==> src/rtl/gsfp_pkg.sv <==
`timescale 1ns / 1ps

package gsfp_pkg;

    // Frame layout and marker bytes.
    localparam int unsigned FRAME_LEN      = 9;
    localparam int unsigned POS_W          = 4;
    localparam logic [7:0]  START_BYTE     = 8'hFF;
    localparam logic [7:0]  TYPE_STREAM    = 8'h04;
    localparam logic [7:0]  TYPE_QA        = 8'h86;
    localparam logic [7:0]  FAULT_MASK     = 8'h80;
    localparam logic [7:0]  HIGH_MASK      = 8'h1F;

    localparam logic [POS_W-1:0] POS_START = 4'd0;
    localparam logic [POS_W-1:0] POS_TYPE  = 4'd1;
    localparam logic [POS_W-1:0] POS_B2    = 4'd2;
    localparam logic [POS_W-1:0] POS_B3    = 4'd3;
    localparam logic [POS_W-1:0] POS_B4    = 4'd4;
    localparam logic [POS_W-1:0] POS_B5    = 4'd5;
    localparam logic [POS_W-1:0] POS_CHECK = 4'd8;

    // Field widths.
    localparam int unsigned STATUS_W = 3;
    localparam int unsigned CONC_W   = 13;
    localparam int unsigned SEC_W    = 16;
    localparam int unsigned CFG_W    = 16;
    localparam int unsigned CFG_IDX_W = 1;

    // Input commands.
    localparam logic CMD_BYTE = 1'b0;
    localparam logic CMD_TICK = 1'b1;

    // Configuration register indexes.
    localparam logic [CFG_IDX_W-1:0] REG_MODE_SELECT    = 1'd0;
    localparam logic [CFG_IDX_W-1:0] REG_WARMUP_SECONDS = 1'd1;

    // Status codes.
    localparam logic [STATUS_W-1:0] ST_OK       = 3'd0;
    localparam logic [STATUS_W-1:0] ST_WARMING  = 3'd1;
    localparam logic [STATUS_W-1:0] ST_BAD_TYPE = 3'd2;
    localparam logic [STATUS_W-1:0] ST_CHECKSUM = 3'd3;
    localparam logic [STATUS_W-1:0] ST_FAULT    = 3'd4;

    // Queue between the collecting front and the judging back.
    localparam int unsigned QUEUE_DEPTH = 2;
    localparam int unsigned QPTR_W      = (QUEUE_DEPTH > 1) ? $clog2(QUEUE_DEPTH) : 1;
    localparam int unsigned QCNT_W      = $clog2(QUEUE_DEPTH + 1);

    // Everything the back needs to judge one completed frame.
    typedef struct packed {
        logic              type_ok;
        logic              elapsed_ok;
        logic              check_ok;
        logic              fault;
        logic [CONC_W-1:0] conc;
    } frame_info_t;

endpackage

==> src/rtl/gsfp_front.sv <==
`timescale 1ns / 1ps

module gsfp_front (
    input  logic                        clk,
    input  logic                        rst_n,
    input  logic                        in_valid,
    output logic                        in_ready,
    input  logic                        cmd,
    input  logic [7:0]                  rx_byte,
    input  logic                        mode_select,
    input  logic [gsfp_pkg::SEC_W-1:0]  warmup_seconds,
    input  logic                        queue_full,
    output logic                        push,
    output gsfp_pkg::frame_info_t       push_data
);
    import gsfp_pkg::*;

    logic [POS_W-1:0] pos_reg, pos_next;
    logic [7:0]       sum_reg, sum_next;
    logic [SEC_W-1:0] elapsed_reg, elapsed_next;
    logic [7:0]       type_reg;
    logic [7:0]       data_reg [POS_B2:POS_B5];
    logic             accept;
    logic             take_byte;
    logic [7:0]       hi_byte;
    logic [7:0]       lo_byte;
    logic [7:0]       check_sum;

    assign in_ready  = !queue_full;
    assign accept    = in_valid && in_ready;
    assign take_byte = accept && (cmd == CMD_BYTE)
                       && !((pos_reg == POS_START) && (rx_byte != START_BYTE));

    assign hi_byte   = mode_select ? data_reg[POS_B4] : data_reg[POS_B2];
    assign lo_byte   = mode_select ? data_reg[POS_B5] : data_reg[POS_B3];
    assign check_sum = sum_reg + rx_byte;

    assign push = take_byte && (pos_reg == POS_CHECK);

    always_comb
    begin
        push_data.type_ok    = (type_reg == (mode_select ? TYPE_STREAM : TYPE_QA));
        push_data.elapsed_ok = (elapsed_reg >= warmup_seconds);
        push_data.check_ok   = (check_sum == 8'h00);
        push_data.fault      = ((hi_byte & FAULT_MASK) != 8'h00);
        push_data.conc       = {hi_byte[4:0] & HIGH_MASK[4:0], lo_byte};
    end

    always_comb
    begin
        pos_next     = pos_reg;
        sum_next     = sum_reg;
        elapsed_next = elapsed_reg;
        if (accept && (cmd == CMD_TICK) && (elapsed_reg != {SEC_W{1'b1}}))
        begin
            elapsed_next = elapsed_reg + 1'b1;
        end
        if (take_byte)
        begin
            if (pos_reg == POS_CHECK)
            begin
                pos_next = POS_START;
            end
            else
            begin
                pos_next = pos_reg + 1'b1;
            end
            if (pos_reg == POS_START)
            begin
                sum_next = 8'h00;
            end
            else if (pos_reg != POS_CHECK)
            begin
                sum_next = sum_reg + rx_byte;
            end
        end
    end

    always_ff @(posedge clk or negedge rst_n)
    begin
        if (!rst_n)
        begin
            pos_reg     <= POS_START;
            sum_reg     <= 8'h00;
            elapsed_reg <= '0;
        end
        else
        begin
            pos_reg     <= pos_next;
            sum_reg     <= sum_next;
            elapsed_reg <= elapsed_next;
        end
    end

    // Frame bytes are payload: every one is written before it is judged.
    always_ff @(posedge clk)
    begin
        if (take_byte)
        begin
            case (pos_reg)
                POS_TYPE: type_reg         <= rx_byte;
                POS_B2:   data_reg[POS_B2] <= rx_byte;
                POS_B3:   data_reg[POS_B3] <= rx_byte;
                POS_B4:   data_reg[POS_B4] <= rx_byte;
                POS_B5:   data_reg[POS_B5] <= rx_byte;
                default:  ;
            endcase
        end
    end

endmodule

==> src/rtl/gsfp_queue.sv <==
`timescale 1ns / 1ps

module gsfp_queue (
    input  logic                  clk,
    input  logic                  rst_n,
    input  logic                  push,
    input  gsfp_pkg::frame_info_t push_data,
    output logic                  full,
    input  logic                  pop,
    output logic                  not_empty,
    output gsfp_pkg::frame_info_t pop_data
);
    import gsfp_pkg::*;

    frame_info_t       entry_reg [QUEUE_DEPTH];
    logic [QPTR_W-1:0] wr_ptr_reg, wr_ptr_next;
    logic [QPTR_W-1:0] rd_ptr_reg, rd_ptr_next;
    logic [QCNT_W-1:0] count_reg, count_next;
    logic              do_push;
    logic              do_pop;

    assign full      = (count_reg == QCNT_W'(QUEUE_DEPTH));
    assign not_empty = (count_reg != '0);
    assign pop_data  = entry_reg[rd_ptr_reg];
    assign do_push   = push && !full;
    assign do_pop    = pop && not_empty;

    always_comb
    begin
        wr_ptr_next = wr_ptr_reg;
        rd_ptr_next = rd_ptr_reg;
        count_next  = count_reg;
        if (do_push)
        begin
            wr_ptr_next = (wr_ptr_reg == QPTR_W'(QUEUE_DEPTH - 1)) ? '0 : wr_ptr_reg + 1'b1;
        end
        if (do_pop)
        begin
            rd_ptr_next = (rd_ptr_reg == QPTR_W'(QUEUE_DEPTH - 1)) ? '0 : rd_ptr_reg + 1'b1;
        end
        if (do_push && !do_pop)
        begin
            count_next = count_reg + 1'b1;
        end
        else if (do_pop && !do_push)
        begin
            count_next = count_reg - 1'b1;
        end
    end

    always_ff @(posedge clk or negedge rst_n)
    begin
        if (!rst_n)
        begin
            wr_ptr_reg <= '0;
            rd_ptr_reg <= '0;
            count_reg  <= '0;
        end
        else
        begin
            wr_ptr_reg <= wr_ptr_next;
            rd_ptr_reg <= rd_ptr_next;
            count_reg  <= count_next;
        end
    end

    always_ff @(posedge clk)
    begin
        if (do_push)
        begin
            entry_reg[wr_ptr_reg] <= push_data;
        end
    end

endmodule

==> src/rtl/gsfp_back.sv <==
`timescale 1ns / 1ps

module gsfp_back (
    input  logic                          clk,
    input  logic                          rst_n,
    input  logic                          queue_not_empty,
    input  gsfp_pkg::frame_info_t         queue_data,
    output logic                          pop,
    output logic                          out_valid,
    input  logic                          out_ready,
    output logic [gsfp_pkg::STATUS_W-1:0] status,
    output logic [gsfp_pkg::CONC_W-1:0]   concentration_tenths
);
    import gsfp_pkg::*;

    logic                valid_reg, valid_next;
    logic                warm_done_reg, warm_done_next;
    logic [STATUS_W-1:0] status_reg, status_next;
    logic [CONC_W-1:0]   conc_reg, conc_next;

    assign pop = queue_not_empty && (!valid_reg || out_ready);

    always_comb
    begin
        valid_next     = valid_reg;
        warm_done_next = warm_done_reg;
        status_next    = ST_OK;
        conc_next      = '0;
        if (valid_reg && out_ready)
        begin
            valid_next = 1'b0;
        end
        if (pop)
        begin
            valid_next = 1'b1;
            if (!queue_data.type_ok)
            begin
                status_next = ST_BAD_TYPE;
            end
            else if (!warm_done_reg && !queue_data.elapsed_ok)
            begin
                status_next = ST_WARMING;
            end
            else
            begin
                // A correctly typed frame past the warm-up time ends warm-up for good.
                warm_done_next = 1'b1;
                if (!queue_data.check_ok)
                begin
                    status_next = ST_CHECKSUM;
                end
                else if (queue_data.fault)
                begin
                    status_next = ST_FAULT;
                end
                else
                begin
                    conc_next = queue_data.conc;
                end
            end
        end
    end

    always_ff @(posedge clk or negedge rst_n)
    begin
        if (!rst_n)
        begin
            valid_reg     <= 1'b0;
            warm_done_reg <= 1'b0;
        end
        else
        begin
            valid_reg     <= valid_next;
            warm_done_reg <= warm_done_next;
        end
    end

    always_ff @(posedge clk)
    begin
        if (pop)
        begin
            status_reg <= status_next;
            conc_reg   <= conc_next;
        end
    end

    assign out_valid            = valid_reg;
    assign status               = status_reg;
    assign concentration_tenths = conc_reg;

endmodule

==> src/rtl/gas_sensor_frame_parser.sv <==
`timescale 1ns / 1ps

// Gas sensor frame parser.
// The input channel (in_valid/in_ready) carries one request per cycle: either
// a received UART byte (cmd low, rx_byte) or a one-second tick (cmd high).
// Bytes are dropped until a 0xFF start byte, then nine bytes make a frame.
// For every completed frame one result request leaves on the output channel
// (out_valid/out_ready) with status and concentration_tenths; ticks and other
// bytes produce nothing. The front collects bytes and condenses each frame
// into a small record, a two-entry queue holds records, and the back judges
// them against the warm-up state and registers the result.
// Input requests keep that rate while the queue is not full. A frame's
// record is written into the queue at the edge that accepts its ninth byte
// and moves into the output register once that register is free. When the
// receiver stalls, the output register holds its result, the queue fills,
// and in_ready falls only once both queue entries are taken. Reset clears
// the frame position, the elapsed-second count and warm-up state, and sets
// stream mode with no warm-up time. The user must write configuration via
// cfg_we/cfg_index/cfg_data only while idle; the block does not enforce it.

module gas_sensor_frame_parser (
    input  logic                            clk,
    input  logic                            rst_n,
    input  logic                            in_valid,
    output logic                            in_ready,
    input  logic                            cmd,
    input  logic [7:0]                      rx_byte,
    output logic                            out_valid,
    input  logic                            out_ready,
    output logic [gsfp_pkg::STATUS_W-1:0]   status,
    output logic [gsfp_pkg::CONC_W-1:0]     concentration_tenths,
    input  logic                            cfg_we,
    input  logic [gsfp_pkg::CFG_IDX_W-1:0]  cfg_index,
    input  logic [gsfp_pkg::CFG_W-1:0]      cfg_data
);
    import gsfp_pkg::*;

    logic             mode_reg, mode_next;
    logic [SEC_W-1:0] warmup_reg, warmup_next;
    logic             push;
    logic             pop;
    logic             queue_full;
    logic             queue_not_empty;
    frame_info_t      push_data;
    frame_info_t      pop_data;

    // Configuration registers; values are masked to their widths.
    always_comb
    begin
        mode_next   = mode_reg;
        warmup_next = warmup_reg;
        if (cfg_we)
        begin
            case (cfg_index)
                REG_MODE_SELECT:    mode_next   = cfg_data[0];
                REG_WARMUP_SECONDS: warmup_next = cfg_data[SEC_W-1:0];
                default:            ;
            endcase
        end
    end

    always_ff @(posedge clk or negedge rst_n)
    begin
        if (!rst_n)
        begin
            mode_reg   <= 1'b1;
            warmup_reg <= '0;
        end
        else
        begin
            mode_reg   <= mode_next;
            warmup_reg <= warmup_next;
        end
    end

    gsfp_front u_front (
        .clk            (clk),
        .rst_n          (rst_n),
        .in_valid       (in_valid),
        .in_ready       (in_ready),
        .cmd            (cmd),
        .rx_byte        (rx_byte),
        .mode_select    (mode_reg),
        .warmup_seconds (warmup_reg),
        .queue_full     (queue_full),
        .push           (push),
        .push_data      (push_data)
    );

    gsfp_queue u_queue (
        .clk       (clk),
        .rst_n     (rst_n),
        .push      (push),
        .push_data (push_data),
        .full      (queue_full),
        .pop       (pop),
        .not_empty (queue_not_empty),
        .pop_data  (pop_data)
    );

    gsfp_back u_back (
        .clk                  (clk),
        .rst_n                (rst_n),
        .queue_not_empty      (queue_not_empty),
        .queue_data           (pop_data),
        .pop                  (pop),
        .out_valid            (out_valid),
        .out_ready            (out_ready),
        .status               (status),
        .concentration_tenths (concentration_tenths)
    );

    // A result that is not good carries no concentration.
    assert property (@(posedge clk) disable iff (!rst_n)
        (out_valid && (status != ST_OK)) |-> (concentration_tenths == '0))
        else $error("concentration reported with a bad status");

    // Only the defined status codes leave the block.
    assert property (@(posedge clk) disable iff (!rst_n)
        out_valid |-> (status == ST_OK || status == ST_WARMING || status == ST_BAD_TYPE
                       || status == ST_CHECKSUM || status == ST_FAULT))
        else $error("undefined status code");

    // Warming can only be reported when a warm-up time is set.
    assert property (@(posedge clk) disable iff (!rst_n)
        (out_valid && (status == ST_WARMING)) |-> (warmup_reg != '0))
        else $error("warming reported with no warm-up time");

    // The front never pushes a record into a full queue.
    assert property (@(posedge clk) disable iff (!rst_n)
        push |-> !queue_full)
        else $error("frame record pushed into a full queue");

endmodule

==> config.mk <==
export PLATFORM = sky130hd
export DESIGN_NAME = gas_sensor_frame_parser
export DESIGN_NICKNAME = d
export VERILOG_FILES = /design/src/rtl/gsfp_pkg.sv /design/src/rtl/gsfp_front.sv /design/src/rtl/gsfp_queue.sv /design/src/rtl/gsfp_back.sv /design/src/rtl/gas_sensor_frame_parser.sv
export SDC_FILE = /design/constraint.sdc
export NUM_CORES = 1
export LEC_CHECK = 0
export BUFFER_PORTS_ARGS = -buffer_cell sky130_fd_sc_hd__buf_2
export CORE_ASPECT_RATIO = 1.2
export CORE_UTILIZATION = 43
export CTS_CLUSTER_DIAMETER = 40
export DETAILED_ROUTE_END_ITERATION = 10
export PLACE_DENSITY = 0.63
export SLEW_MARGIN = 20
export SYNTH_ARGS = -nofsm -noshare
export SYNTH_HDL_FRONTEND = slang
export SYNTH_SLANG_ARGS = --single-unit
==> constraint.sdc <==
create_clock -name clk -period 5.6 [get_ports clk]
set_input_delay 1.12 -clock clk [delete_from_list [all_inputs] [get_ports clk]]
set_output_delay 1.12 -clock clk [all_outputs]
set_load 0.02 [all_outputs]
## After elaboration in Yosys (flattened, before gate mapping)

Memories as Yosys holds them, arrays and structs flattened.
Cells that the tools add are included.

| storage, ports and cells | value |
|---|---|
| register bits | 75 |
| bits in latches | 0 |
| memory bits (writable) | 66 |
| bits in read-only memories | 0 |
| memories | 2 |

| operators by class | value |
|---|---|
| $add $sub $neg | 7 |
| multiply operators | 0 |
| divide/modulo/power cells | 0 |
| $lt $le $gt $ge | 1 |
| equal/unequal tests | 11 |
| shift-type cells | 0 |
| muxes and demuxes | 38 |
| bitwise operators | 5 |
| reductions and logical operators | 38 |

Memory list:

| memory | words | bits a word | read ports | clocked after Yosys merged registers in | wr ports | RTL line | RTL |
|---|---|---|---|---|---|---|---|
| u_queue.entry_reg | 2 | 17 | 1 | 0 | 1 | gsfp_queue.sv:15 | `frame_info_t entry_reg [QUEUE_DEPTH];` |
| u_front.data_reg | 4 | 8 | 4 | 0 | 1 | gsfp_front.sv:22 | `logic [7:0] data_reg [POS_B2:POS_B5];` |

Operator list:

| kind | number |
|---|---|
| $mux W8 | 8 |
| $reduce_or A8 Y1 | 3 |
| $mux W1 | 21 |
| $add A16 B1 Y16 const B | 1 |
| $ge A16 B16 Y1 | 1 |
| $ne A16 B16 Y1 const B | 1 |
| $logic_and A1 B1 Y1 | 14 |
| $mux W3 | 4 |
| $add A8 B8 Y8 | 1 |
| $eq A4 B2 Y1 const B | 2 |
| $eq A4 B3 Y1 const B | 2 |
| $eq A8 B8 Y1 | 1 |
| $logic_not A8 Y1 | 1 |
| $mux W2 | 4 |
| $ne A8 B8 Y1 const B | 1 |
| $reduce_and A2 Y1 | 4 |
| $reduce_bool A2 Y1 | 4 |
| $logic_not A1 Y1 | 7 |
| $not A1 Y1 | 5 |
| $add A4 B1 Y4 const B | 1 |
| $eq A4 B1 Y1 const B | 1 |
| $eq A4 B4 Y1 const B | 1 |
| $logic_not A4 Y1 | 1 |
| $mux W4 | 1 |
| 9 further kinds | 10 |

## Depth between registers and ports, before layout

Gate-level depths: netlist of the first run.

| depth | value |
|---|---|
| word-level depth | 11 |
| depth in mapped cells | 8 |
| depth with buffers taken out | 8 |

## Modules after synthesis

A second synthesis of the first run with hierarchy kept.

| unflattened totals | value |
|---|---|
| cell total of the unflattened synthesis | 429 |
| area total of the unflattened synthesis | 6,264.8 µm² |

Modules (own cells, without submodules):

| module | times used | cells each | area an instance (µm²) | sequential area each (µm²) |
|---|---|---|---|---|
| gsfp_front | 1 | 276 | 3,325.7 | 1,781.7 |
| gsfp_queue | 1 | 72 | 1,477.7 | 1,121.1 |
| gsfp_back | 1 | 44 | 768.2 | 530.5 |
| gas_sensor_frame_parser | 1 | 37 | 693.2 | 426.7 |

## Least setup slack after synthesis of the first run

OpenSTA, ideal clock, no wires.

| timing path | value |
|---|---|
| path kind | input -> register |
| start point | input port cmd |
| end point | memory u_queue.entry_reg[0][0] in the netlist's numbering, enable pin |
| setup time | 0.435 ns |
| arrival | 3.111 ns |
| data required time | 5.165 ns |
| slack | 2.055 ns |
| stages | 2 |
| path buffers | 0 |
| cell sequence | nand3b_1 nor4_1 |

| on the way | value |
|---|---|
| longest elaborated chain between the ends | 7 |

RTL lines:

| what | RTL line | RTL |
|---|---|---|
| start, declared | gas_sensor_frame_parser.sv:26 | `input logic cmd,` |
| $not A1 Y1 | gsfp_front.sv:31 | `assign take_byte = accept && (cmd == CMD_BYTE)` |
| $logic_and A1 B1 Y1 | gsfp_front.sv:31 |  |
| $logic_and A1 B1 Y1 | gsfp_front.sv:32 | `&& !((pos_reg == POS_START) && (rx_byte != START_BYTE));` |
| $logic_and A1 B1 Y1 | gsfp_front.sv:38 | `assign push = take_byte && (pos_reg == POS_CHECK);` |
| $logic_and A1 B1 Y1 | gsfp_queue.sv:25 | `assign do_push = push && !full;` |
| $mux W1 | gsfp_queue.sv:69 | `if (do_push)` |
| $mux W1 (not written as such) | gsfp_queue.sv:71 | `entry_reg[wr_ptr_reg] <= push_data;` |
| end, declared | gsfp_queue.sv:15 |  |

Every way passes these cells.

==> results of run 1 <==
-- synthesized netlist by cell type (2+ instances only) --
library cell	number	area [sq um]
sky130_fd_sc_hd__edfxtp_1	86	2580
sky130_fd_sc_hd__nor4_1	6	37.5
sky130_fd_sc_hd__o21ai_0	11	55.1
sky130_fd_sc_hd__clkbuf_1	4	15.0
sky130_fd_sc_hd__nor3_1	4	20.0
sky130_fd_sc_hd__and4_1	2	17.5
sky130_fd_sc_hd__a211oi_1	3	22.5
sky130_fd_sc_hd__nor2_1	37	139
sky130_fd_sc_hd__a21o_1	4	30.0
sky130_fd_sc_hd__o31ai_1	5	37.5
sky130_fd_sc_hd__mux2_1	2	22.5
sky130_fd_sc_hd__buf_2	3	15.0
sky130_fd_sc_hd__inv_1	25	93.8
sky130_fd_sc_hd__nand2b_1	2	12.5
sky130_fd_sc_hd__a22o_1	3	26.3
sky130_fd_sc_hd__mux2_2	34	383
sky130_fd_sc_hd__dfrtp_1	50	1250
sky130_fd_sc_hd__nor3_2	3	30.0
sky130_fd_sc_hd__mux2i_1	14	140
sky130_fd_sc_hd__nor2b_1	4	25.0
sky130_fd_sc_hd__a21oi_1	13	65.1
sky130_fd_sc_hd__nand4_1	11	68.8
sky130_fd_sc_hd__nand2_1	29	109
sky130_fd_sc_hd__xnor2_1	18	158
sky130_fd_sc_hd__nand3_1	6	30.0
sky130_fd_sc_hd__ha_1	29	363
sky130_fd_sc_hd__and3_1	2	12.5
sky130_fd_sc_hd__xor2_1	5	43.8
sky130_fd_sc_hd__and3_4	2	22.5
sky130_fd_sc_hd__a31oi_1	3	18.8
-- worst paths after layout --
| path | start | end | slack, ns | cells after the start |
|---|---|---|---|---|
| max in group asynchronous | rst_n | u_front.sum_reg[4]$_DFFE_PN0P_ | 4.35 | 2 |
| worst min register to register | u_front.sum_reg[2]$_DFFE_PN0P_ | u_front.sum_reg[2]$_DFFE_PN0P_ | 0.49 | 2 |
| worst min-delay path | u_front.sum_reg[2]$_DFFE_PN0P_ | u_front.sum_reg[2]$_DFFE_PN0P_ | 0.49 | 2 |
| worst max-delay path | rx_byte[0] | u_queue.entry_reg[1][14]$_DFFE_PP_ | 2.63 | 8 |
| worst max register to register | u_front.sum_reg[0]$_DFFE_PN0P_ | u_queue.entry_reg[1][14]$_DFFE_PP_ | 3.11 | 7 |
| min in group asynchronous | rst_n | warmup_reg[12]$_DFFE_PN0P_ | 0.81 | 2 |
-- report_power, final --
| part | internal (W) | leakage (nW) | switching (W) |
|---|---|---|---|
| logic | 0.000305 | 1.21 | 0.000414 |
| clock network | 0.000767 | 0.322 | 0.000466 |
| registers | 0.00125 | 1.42 | 0.000145 |
| total | 0.00232 | 2.95 | 0.00103 |
-- worst reg2reg max path, stage by stage, from the launching register on --
cell and delay, ns:
sky130_fd_sc_hd__dfrtp_1 0.38, sky130_fd_sc_hd__ha_1 0.21, sky130_fd_sc_hd__fa_1 0.41, sky130_fd_sc_hd__a211oi_1 0.33, sky130_fd_sc_hd__nor2_1 0.10, sky130_fd_sc_hd__xnor2_1 0.21, sky130_fd_sc_hd__nand4_1 0.13, sky130_fd_sc_hd__nor4_1 0.46
-- metrics by stage --
stage | hold WS (ns) | total power (W)
5_1_grt | 0.515 | 0.00353
4_1_cts | 0.495 | 0.00338
2_1_floorplan | 0.453 | 0.00193
3_3_place_gp | 0.473 | 0.00210
3_5_place_dp | 0.481 | 0.00214
6_report | 0.493 | 0.00335
-- cells by family (layout without fill, tap and decap cells) --
group | Yosys count | in the layout | synth area share (%)
adders and majority gates | 30 | 30 | 6.31
DFF | 137 | 137 | 63.6
buffers and inverters | 33 | 110 | 2.10
muxes | 50 | 50 | 9.00
xor gates and xnor gates | 23 | 23 | 3.32
AOI/OAI and AO/OA | 53 | 53 | 5.80
and+or+nand+nor | 115 | 115 | 9.82
-- layer usage --
metal	share of wire, %	wire (um)
met3	3.2	344
met2	49	5390
met5	0	0
met1	45	4940
met4	2.1	234
-- final cells by class --
type	instances	area (sq um)	area share (%)
Clock buffer	17	425	5.92
Inverter	25	93.8	1.31
Timing Repair Buffer	53	278	3.87
Clock inverter	15	226	3.15
Multi-Input combinational cell	271	2090	29.0
Sequential cell	137	3860	53.7
Tap cell	171	214	2.98
==> metrics.txt, run 1 <==
TritonCTS Buffers=17; maximum vdd drop=0.000255 V; die height=132 um; outcome=complete, no violations; number of flip-flops under the largest register name=34; number of vias per cell=5.29; number of gates resized after cts=0; buffer count from post-CTS setup fixing=0; CP peak stage delay=0.46 ns; achievable frequency=336 MHz; cell breakdown of the critical path=buf_2 -> ha_1 -> fa_1 -> a211oi_1 -> nor2_1 -> xnor2_1 -> nand4_1 -> nor4_1; overall routing resource usage=16.3%; total global routing overflow=0; unrepaired setup endpoints after global routing=no; area delta synth->final=18.5%; Slew Viols, Final=0; Seq/Total Area, Yosys=63.6%; Most Used Layer, Global Route=met2; kind of critical path=input pin to flop; top-level I/O count=49; detailed-route via count=3,647; Slowest-stage cell, CP=sky130_fd_sc_hd__nor4_1; Finished Layout Cells=689; area of the mapped netlist=6060 sq um; CTS Hold Bufs=0; Num Clock Sinks=137; core area=13,800 sq um; met1 Resource Use GR=20.1%; net count after synthesis=502; Pre-Repair DR Iteration Count=4; synth unique cells=51; fill cell instance count of the final layout=1,197; Bufs and invs on worst path=1; post-route DRC violation count=0; Inst Count DP=657; prevailing post-synth register cell=sky130_fd_sc_hd__edfxtp_1; number of max-cap violations=0; violation count after the first detailed-route iteration=188; CTS tree=built; path category of the worst min-delay check=flop to flop; kind of cell with the highest combined delay on the critical path=simple AND/OR/NAND/NOR gates; fraction of final layout cells with drive strength greater than 1=25.7%; global placement routability congestion=0.909; antenna-violating nets left=0; detailed-route wire length=10.9 mm; reported leakage power=2.95 nW; average wire length per cell after detail routing=15.8 um; die area=14,600 sq um; wire length of the first global-routing pass=18.6 mm; final cell area excluding filler cells=7180 sq um; sort of element at the start of the critical path=input pin; NumNets Final=566; Synthesis Warnings=0; antenna violations before repair=0; EDFF count, synth=86; Max transition margin=32.0%; DP Wirelength=7.56 mm; depth of the CTS H-tree=4; Power per Cell Area=466 nW/um^2; Port Buffers=48; clock tree buffer depth=2; clock latency at the later pin of the worst-skew pair=0.42 ns; gate count of the mapped netlist=441; Mapped Avg Cell Area=13.8 sq um; global-route met3 utilization=3.77%; Setup violations, final=0; Crit Path Max Fanout=7; via count of the first global-routing pass=3,770; Arr. time, crit path=3.13 ns; most common cell after layout, fill and taps aside=sky130_fd_sc_hd__edfxtp_1; largest net degree at the start of global routing=52; diode count=0; crit path setup slack, layout=2.63 ns; required time of the critical path=5.76 ns; fin crit share=53.1%; share of the core filled with cells=52.2%; clock-pin slew on the worst setup and hold paths=0.06 ns; async set-reset flop share out of synthesis=37.2%; cell area after placement=6530 sq um; total negative setup slack=0 ns; worst setup slack after placement=2.22 ns; horizontal die dimension=110 um; Final Hold Viols=0; flops & latches, synth=137; Least-Margin Pin Slew=1.02 ns; clock tree root driver cell=sky130_fd_sc_hd__clkbuf_16; Final min period=2.97 ns; routing usage on met2=27.4%; Clock Skews=0.00939 ns; placement row count=47; type of element capturing the critical path=flop; initial cell density of the core=44.1%; most frequent cells in the layout=86 x sky130_fd_sc_hd__edfxtp_1, 50 x sky130_fd_sc_hd__dfrtp_1, 48 x sky130_fd_sc_hd__buf_2, 37 x sky130_fd_sc_hd__nor2_1, 34 x sky130_fd_sc_hd__mux2_2
No activity file was read; power rests on OpenSTA's default activity.
==> run 2: changes to the inputs <==
--- a/config.mk
+++ b/config.mk
@@ -5,6 +5,7 @@
 export SDC_FILE = /design/constraint.sdc
 export NUM_CORES = 1
 export LEC_CHECK = 0
+export ABC_AREA = 1
 export BUFFER_PORTS_ARGS = -buffer_cell sky130_fd_sc_hd__buf_2
 export CORE_ASPECT_RATIO = 1.2
 export CORE_UTILIZATION = 43
==> constraint.sdc (replaced) <==
create_clock -name clk -period 3.1 [get_ports clk]
set_input_delay 0.62 -clock clk [delete_from_list [all_inputs] [get_ports clk]]
set_output_delay 0.62 -clock clk [all_outputs]
set_load 0.02 [all_outputs]
==> run 2 against run 1 <==
  * Global-route usage rose by 0.49 points
  * Flip-flop and latch count did not move
  * Worst setup slack got worse by 1.8 ns
  * Total power rose by 75%
  * Largest cell class unchanged
  * Sequential share of layout area fell by 1.7 points
  * Register-to-register slack got worse by 2.3 ns
  * Critical path depth fell by 3
  * Clock-buffer cell count did not move
  * Routed wire length rose by 7.6%
  * Core utilization fell by 0.75 points
  * Sequential power rose by 76%
==> metrics.txt, run 2 <==
largest area contributor in the netlist=sky130_fd_sc_hd__edfxtp_1; detailed-route via count=4,396; antenna-violating nets left=0; global placement routability congestion=0.892; CTS Hold Bufs=0; clock latency at the later pin of the worst-skew pair=0.42 ns; Seq. cell area=3860 sq um; core area=14,400 sq um; buffer count from post-CTS setup fixing=0; die area=15,300 sq um; area of the mapped netlist=6360 sq um; Least-Margin Pin Slew=1.02 ns; number of max-cap violations=0; part of the total power dissipated in the clock network=33.6%; achievable frequency=439 MHz; end point of the critical path=u_back.concentration_tenths[0]$_SDFFCE_PP0P_; flops & latches, synth=137; detailed-route wire length=11.7 mm; top cells by instance count after synthesis=215 x sky130_fd_sc_hd__nand2_1, 86 x sky130_fd_sc_hd__edfxtp_1, 54 x sky130_fd_sc_hd__inv_1; Clock Skews=0.0103 ns; Port Buffers=48; required time of the critical path=3.34 ns; die height=135 um; count of cells along the worst register-to-register path=5; largest net degree at the start of global routing=33; crit path setup slack, layout=0.822 ns; horizontal die dimension=113 um; reported leakage power=3.36 nW; CTS tree=built; TritonCTS Buffers=17; Final min period=2.28 ns; area of the multi-input gates=2210 sq um; fin crit share=73.5%; Seq/Total Area, Yosys=60.7%; Inst Count DP=859; Max transition margin=32.2%; most frequently used cell type in the post-synthesis netlist=sky130_fd_sc_hd__nand2_1; number of vias per cell=4.93; Crit Path Max Fanout=19; share of the synthesized area in the top cell type=40.6%; Finished Layout Cells=891; type of element capturing the critical path=flop; most frequent cells in the layout=215 x sky130_fd_sc_hd__nand2_1, 86 x sky130_fd_sc_hd__edfxtp_1, 54 x sky130_fd_sc_hd__inv_1, 51 x sky130_fd_sc_hd__nor2_1, 50 x sky130_fd_sc_hd__dfrtp_1; net count after synthesis=699; Synthesis Warnings=0; number of gates resized after cts=0; NetSw=0.00197 W; most common cell after layout, fill and taps aside=sky130_fd_sc_hd__nand2_1; Pre-Repair DR Iteration Count=5; diode count=0; internal portion of total power=0.00390 W; share of power burned in registers=42.1%; prevailing post-synth register cell=sky130_fd_sc_hd__edfxtp_1; switching share of total power=33.6%; DP Wirelength=8.44 mm; post-route DRC violation count=0; placement row count=48; Mapped Avg Cell Area=9.97 sq um; NumNets Final=764; gate count of the mapped netlist=638; average wire length per cell after detail routing=13.2 um; Arr. time, crit path=2.52 ns; outcome=complete, no violations; Final Hold Viols=0; fill cell instance count of the final layout=1,259; clock tree root driver cell=sky130_fd_sc_hd__clkbuf_16; total global routing overflow=0; EDFF count, synth=86; depth of the CTS H-tree=4; share of total power in combinational logic=24.3%; FF-to-FF setup slack=0.82 ns; async set-reset flop share out of synthesis=37.2%; fraction of final layout cells with drive strength greater than 1=15.6%; endpoint of the lowest-slack register-to-register path=u_back.concentration_tenths[0]$_SDFFCE_PP0P_; total negative setup slack=0 ns; area delta synth->final=16.6%; via count of the first global-routing pass=4,180; initial cell density of the core=44.1%; number of flip-flops under the largest register name=34; maximum vdd drop=0.000360 V; overall routing resource usage=16.8%; start point of the critical path=u_queue.rd_ptr_reg$_DFFE_PN0P_; main area contributors after synthesis=sky130_fd_sc_hd__edfxtp_1 41%, sky130_fd_sc_hd__dfrtp_1 20%, sky130_fd_sc_hd__nand2_1 13%, sky130_fd_sc_hd__ha_1 5.7%, sky130_fd_sc_hd__inv_1 3.2%; kind of critical path=flop to flop; Slew Viols, Final=0; Num Clock Sinks=137; r2r startpoint=u_queue.rd_ptr_reg$_DFFE_PN0P_; wire length of the first global-routing pass=19.8 mm; sort of element at the start of the critical path=flop; unrepaired setup endpoints after global routing=no; violation count after the first detailed-route iteration=293; antenna violations before repair=0; worst setup slack after placement=0.753 ns; Power per Cell Area=791 nW/um^2; clock-pin slew on the worst setup and hold paths=0.06 ns; clock tree buffer depth=2; Setup violations, final=0; top-level I/O count=49; synth unique cells=35; path category of the worst min-delay check=input pin to async pin
run 2: routing by layer:
metal	track usage [%]	vias up	part of all wire (%)
met5	0	-	0
li1	-	2228	-
met3	3.71	23	3.1
met1	20.9	2054	45
met2	28.3	91	50
met4	7.31	0	2.0
run 2: worst min path at each step:
stage | from | end | slack, ns | cells past startpoint
4_1_cts | rst_n | u_front.elapsed_reg[6]$_DFFE_PN0P_ | 0.20 | 2
2_1_floorplan | rst_n | u_back.out_valid$_DFFE_PN0P_ | 0.32 | 0
3_3_place_gp | u_back.warm_done_reg$_DFFE_PN0P_ | u_back.warm_done_reg$_DFFE_PN0P_ | 0.45 | 2
6_report | rst_n | u_front.elapsed_reg[6]$_DFFE_PN0P_ | 0.20 | 2
3_5_place_dp | u_back.warm_done_reg$_DFFE_PN0P_ | u_back.warm_done_reg$_DFFE_PN0P_ | 0.46 | 2
5_1_grt | rst_n | u_front.elapsed_reg[6]$_DFFE_PN0P_ | 0.22 | 2
run 2: power groups by stage:
stage | Clock [W] | Combinational [W] | Sequential (W)
after floorplan | 0 | 0.000969 | 0.00256
after global placement | 0 | 0.00140 | 0.00250
after detailed placement | 0 | 0.00143 | 0.00251
after CTS | 0.00200 | 0.00144 | 0.00247
after global routing | 0.00208 | 0.00164 | 0.00251
final | 0.00197 | 0.00143 | 0.00247
run 2: critical path, stage by stage (launching register included):
cell and delay [ns]:
sky130_fd_sc_hd__dfrtp_1 0.64, sky130_fd_sc_hd__inv_2 0.36, sky130_fd_sc_hd__nand2_1 0.14, sky130_fd_sc_hd__nand2_1 0.12, sky130_fd_sc_hd__nand4_1 0.49, sky130_fd_sc_hd__a21oi_1 0.34
run 2: per-stage QoR:
step                      hold WS (ns)  power [W]  utilization (%)  cell area [sq um]
after floorplan                  0.324    0.00353                -               6360
after global placement           0.447    0.00390             47.4               6830
after detailed placement         0.462    0.00394             47.4               6830
after CTS                        0.203    0.00591             51.5               7420
after global routing             0.223    0.00622             51.5               7420
final                            0.195    0.00587             51.5               7420
run 2: layout make-up:
| class | count | area share [%] |
|---|---|---|
| multi-input cells | 429 | 29.9 |
| repair buffers | 58 | 4.25 |
| flip-flops and latches | 137 | 52.0 |
| clock inverters | 15 | 2.13 |
| clock buffers | 17 | 5.74 |
| well taps | 175 | 2.95 |
| inverters | 60 | 3.04 |
run 2: cell families (layout without fill, tap and decap cells):
group / after synthesis / after routing / share of synthesized area (%)
buffers and inverters: 72 / 150 / 4.53
muxes: 1 / 1 / 0.157
AOI/OAI and AO/OA: 57 / 57 / 4.84
adders and majority gates: 30 / 30 / 6.02
DFF: 137 / 137 / 60.7
and+or+nand+nor: 321 / 321 / 21.0
xor gates and xnor gates: 20 / 20 / 2.75
